File: config.mk
export PLATFORM = sky130hd
export DESIGN_NAME = bpfa_scan_unit
export DESIGN_NICKNAME = d
export VERILOG_FILES = /design/src/rtl/core/bpfa_pkg.sv /design/src/rtl/core/bpfa_scan_unit.sv
export SDC_FILE = /design/constraint.sdc
export NUM_CORES = 1
export LEC_CHECK = 0
export ABC_AREA = 1
export BUFFER_PORTS_ARGS = -buffer_cell sky130_fd_sc_hd__buf_2
export CORE_ASPECT_RATIO = 0.7
export CORE_MARGIN = 2
export CORE_UTILIZATION = 60
export DETAILED_ROUTE_END_ITERATION = 8
export GPL_TIMING_DRIVEN = 0
export PLACE_DENSITY = 0.89
export SLEW_MARGIN = 25
export SYNTH_ARGS = -nofsm -noshare
export SYNTH_HDL_FRONTEND = slang
export SYNTH_SLANG_ARGS = --single-unit
export TNS_END_PERCENT = 30
File: constraint.sdc
create_clock -name vclk -period 26.7
set_input_delay 0 -clock vclk [all_inputs]
set_output_delay 0 -clock vclk [all_outputs]
set_load 0.05 [all_outputs]
File: src/rtl/core/bpfa_pkg.sv
// ----------------------------------------------------------------------------
// bpfa_pkg
// Shared constants, codes and types of the bitmap page frame allocator.
// ----------------------------------------------------------------------------
package bpfa_pkg;

    localparam int MAX_PAGES   = 65536;
    localparam int PAGE_SHIFT  = 12;                    // 4096-byte frames
    localparam int WORD_BITS   = 32;
    localparam int MAP_WORDS   = MAX_PAGES / WORD_BITS;
    localparam int WORD_AW     = $clog2(MAP_WORDS);
    localparam int PAGE_W      = 17;                    // frame index or frame count
    localparam int ADDR_W      = 64;
    localparam int SCAN_BITS   = 8;                     // map bits examined per step

    localparam logic [PAGE_W-1:0] MAX_PAGES_C = PAGE_W'(MAX_PAGES);
    localparam logic [PAGE_W-1:0] COUNT_MAX   = {PAGE_W{1'b1}};

    // request kinds
    localparam logic REQ_ALLOC = 1'b0;
    localparam logic REQ_FREE  = 1'b1;

    // result status codes
    localparam logic [1:0] ST_OK    = 2'd0;
    localparam logic [1:0] ST_OOM   = 2'd1;
    localparam logic [1:0] ST_ZERO  = 2'd2;
    localparam logic [1:0] ST_RANGE = 2'd3;

    // configuration register indexes
    localparam logic CFG_TOTAL  = 1'b0;
    localparam logic CFG_OFFSET = 1'b1;

    typedef struct packed {
        logic [PAGE_W-1:0]    run;        // free frames seen so far in the current run
        logic [PAGE_W-1:0]    count;      // frames wanted
        logic [PAGE_W-1:0]    page_base;  // frame index of bit 0 of free_bits
        logic [PAGE_W-1:0]    limit;      // frames managed
        logic [SCAN_BITS-1:0] free_bits;  // 1 = free
    } scan_in_t;

    typedef struct packed {
        logic [PAGE_W-1:0] run;
        logic              found;
        logic              stop;          // hit the frame limit
        logic [PAGE_W-1:0] end_page;      // last frame of the run found
    } scan_out_t;

endpackage

File: src/rtl/core/bpfa_scan_unit.sv
// ----------------------------------------------------------------------------
// bpfa_scan_unit
// First-fit run search over one byte of the used map: counts free frames and
// reports where a run of the wanted length completes or where the frame limit is hit.
// ----------------------------------------------------------------------------
module bpfa_scan_unit (
    input  bpfa_pkg::scan_in_t  scan_i,
    output bpfa_pkg::scan_out_t scan_o
);

    import bpfa_pkg::*;

    always_comb begin
        logic [PAGE_W-1:0] run;
        logic [PAGE_W-1:0] pg;
        logic              found;
        logic              stop;
        logic [PAGE_W-1:0] end_page;
        run      = scan_i.run;
        found    = 1'b0;
        stop     = 1'b0;
        end_page = '0;
        pg       = '0;
        for (int j = 0; j < SCAN_BITS; j++) begin
            pg = scan_i.page_base + PAGE_W'(j);
            if (!found && !stop) begin
                if (pg >= scan_i.limit) begin
                    stop = 1'b1;
                end else if (!scan_i.free_bits[j]) begin
                    run = '0;
                end else begin
                    run = run + 1'b1;
                    if (run == scan_i.count) begin
                        found    = 1'b1;
                        end_page = pg;
                    end
                end
            end
        end
        scan_o.run      = run;
        scan_o.found    = found;
        scan_o.stop     = stop;
        scan_o.end_page = end_page;
    end

endmodule
## Word level (Yosys, flattened, before mapping)

Cells that the tools add are included.
W data, S select, Z words.

- Register bits after elaboration: 0
- Word-level logic and storage cells: 152

- Add/sub/neg operators: 15
- $lt $le $gt $ge: 8
- Eq/ne operators: 8
- Mux-type cells: 100
- Reductions and logical operators: 21

Operator list:

| kind | count |
|---|---|
| $mux W17 | 54 |
| $add A17 B1 Y17 const B | 9 |
| $eq A17 B17 Y1 | 8 |
| $ge A17 B17 Y1 | 8 |
| $add A17 B3 Y17 const B | 4 |
| $mux W1 | 46 |
| $add A17 B2 Y17 const B | 2 |
| $logic_not A1 Y1 | 14 |
| $logic_and A1 B1 Y1 | 7 |

## Depth between registers and ports, before layout

- Depth after elaboration: 36
- Gate-level depth with buffers: 86

## Worst setup path after synthesis

No wires, ideal clock.

- Kind: input port to output port
- Start point: input port scan_i[33] (netlist bit)
- End point: output port scan_o[0] (netlist bit)
- Arrival: 9.222 ns
- Required time: 26.700 ns
- Setup slack: 17.478 ns
- Stages: 72
- Cell sequence: clkbuf_1 > nand2_1 > nor2_1 > inv_1 > nor4_1 > nand2_1 > xor2_1 > a21oi_1 > inv_1 > ha_1 > a21oi_1 > o21ai_0 > a21oi_1 > nand3_1 > nor2_1 > nand2_1 > o21ai_0 > nand3_1 > (+36 left out) > o21bai_2 > nand2_1 > nand2_1 > inv_2 > ha_1 > o21ai_0 > a21oi_1 > nand2_1 > nor2_1 > nand2_1 > nand3b_1 > nor2_1 > nand2_1 > nor2_1 > nand2_1 > nor2_2 > nand4_4 > o21ai_1

RTL lines:

| what | line | RTL |
|---|---|---|
| from (decl) | bpfa_scan_unit.sv:7 | `input bpfa_pkg::scan_in_t scan_i,` |
| to (decl) | bpfa_scan_unit.sv:8 | `output bpfa_pkg::scan_out_t scan_o` |

==> results.md <==
- Vias per cell: 6.218
- Post-DP Area: 17180 µm²
- Max-cap violations: 0
- Slew Limit Fails: 0
- Upper clock frequency limit: around 74 MHz
- Worst slew pin tran: around 1.2 ns
- Core Util, Final: 0.6448
- Total Power: between 600 and 700 µW
- Metal3 WL: between 15000 and 20000 µm
- Final WS setup: roughly 13 ns
- First-pass detailed-route iteration total: 9
- Fin nets: roughly 3.5k
- First-pass GRT wire length: 107100 µm
- Min-delay worst type: in -> out
- Die H: ~140 µm
- CP Max Fanout: 10
- Post-Syn Instances: 3176
- Layout cells sized above 1: 0.1130
- Drt wl/cell: 19.99 µm
- Mean post-synth cell area: just over 5 µm²
- Synth cell count leaders: 1133 x nand2_1, 376 x nand3_1, 336 x inv_1
- Core ar.: 26650 µm²
- Fin. Hold Viols: 0
- Port Buf Inserts: between 90 and 100
- DR DRC count: 1
- Clock buffers: 0
- Net switching power: slightly below 500 µW
- P_int: around 190 µW
- Final min period: about 14 ns
- Final HPWL DP: slightly below 60000 µm
- VDD IR max: 0.03777 mV
- Sequential share of the synthesized area: 0
- Routability-driven placement congestion ratio: between 1 and 1.5
- Non-Filler Instances: around 3.6k
- Fin Setup TNS: 0 ns
- Final Setup Violations: 0
- Hold buffers post-CTS: 0
- Final Cycle Share: 0.5081
- WL met2: around 25000 µm
- Area contributors post-synth: nand2_1 26%, nand3_1 12%, ha_1 11%
- DIE AREA: 28420 µm²
- Top cell type by total area after synthesis: nand2_1
- Worst EP arrival: between 10 and 15 ns
- CP peak stage delay: between 0.5 and 0.6 ns
- CTS resizes: 0
- CP max stage cell: clkbuf_1
- Headroom to the max-slew limit: 0.1880
- Placed Cells: 3637
- Pwr Density: approximately 40 nW/µm²
- Highest metal used: met5
- Die Span X: approximately 200 µm
- Remaining antenna violation count: 0
- Data required, critical path: 26.70 ns
- Place WS: 14.36 ns
- Overall Global Routing Usage: 0.4843
- Synthesis warning total: 0
- Startpoint Class: primary input
- Area grow syn2layout: 5.816%
- Final Cell Area: 17190 µm²
- Sequential share of power: 0
- Row count: 50
- Count leader, synth: nand2_1
- I/O pin total: about 110
- First DRT Iteration DRCs: 4064
- Drt total wl: 72720 µm
- Setup Buffers After CTS: 0
- Setup crit end kind: output pin
- Register area: 0 µm²
- Mapped Nets: roughly 3.4k
- Leak Pwr: 9.257 nW
- Metal1 wirelength: between 20000 and 30000 µm
- Largest net degree at the start of global routing: 12
- Synth unique cells: 61
- Failing checks: design-rule violations
- Post-synth top area share: 0.2619
- Layout fillers: roughly 2.8k
- Initial antenna violation count: 2
- CP Class: in -> out
- RSZ-0062 raised after global routing: false
- Grt ovf: 0
- Vias: approximately 23k
- Worst hold slack: around 0.5 ns
- Vias in the first global route: 18.65k
- Crit path top cell by count: nand2_1
- Outcome: finished with violations
- Post-Syn Area: around 16000 µm²
- Initial core utilization: 0.6094
- Comb pwr share: 1.000
- Clock group share of total power: 0
- Seq_cells: 0
- Net Sw Frac: 0.7195
## layout by cell type (no fill, tap or decap), types with 4 or more instances in the layout
cell and n:
o21ai_2 25, clkbuf_1 35, nand3_2 14, o21a_1 7, nor2_4 22, buf_4 4
inv_2 49, buf_2 108, o22ai_1 24, nor3_1 23, a21oi_1 89, a221oi_1 12
clkinv_1 16, nand2_4 5, inv_1 336, o21ai_1 28, nand3_4 4, a21o_1 4
nand2_1 1133, xnor3_1 4, o21bai_1 7, nor2_1 292, nor4_1 12, buf_6 15
xor2_1 90, o21ai_0 103, nand4_1 105, nand2_2 62, ha_1 143, nor2_2 45
o211ai_1 9, nand3b_1 21, xnor2_1 5, nand3_1 376
## kinds of logic (layout without fill, tap and decap cells)
kind of cell	count (synthesis)	count (layout)	share of synthesized area
AND/OR/NAND/NOR	2127	2127	0.5881
buffers and inverters	473	570	0.1200
AO/OA/AOI/OAI	334	334	0.1249
adder cells (fa/ha/maj)	143	143	0.1102
XOR/XNOR	99	99	0.05678
other	0	1	0
## power by group through the flow
stage          sequential, mW  combinational (mW)     clock (mW)
2_1_floorplan               0               0.490              0
3_3_place_gp                0               0.636              0
3_5_place_dp                0               0.644              0
4_1_cts                     0               0.647              0
5_1_grt                     0               0.738  0.00000000655
6_report                    0               0.680  0.00000000624
## final timing paths
kind / start / to / slack (ns) / cells past startpoint
worst max-delay path: scan_i[30] / scan_o[16] / 13.13 / 73
worst min-delay path: scan_i[7] / scan_o[20] / 0.51 / 4
## layer usage
| layer | GRT usage | up-vias |
|---|---|---|
| met3 | 0.2676 | 195 |
| met4 | 0.1240 | 10 |
| li1 | - | 10610 |
| met5 | 0.1088 | - |
| met2 | 0.6007 | 1823 |
| met1 | 0.6854 | 9981 |
## final cells by class
cell class,count,area [µm²],share of cell area
well taps,364,455.4,0.02650
plain buffers,71,439.2,0.02556
repair buffers,97,485.5,0.02825
multi-input cells,2703,14290,0.8316
diodes,1,2.502,0.0001456
inverters,402,1511,0.08795
## worst max-delay path: cells and delay by family
kind / cells / cell delay [ns]
compound gates: 3 / 0.75
buf+inv: 12 / 2.04
simple gates: 53 / 9.39
xor+xnor: 1 / 0.28
fa+ha+maj: 4 / 1.06
Power figures use the tool's default switching activity.
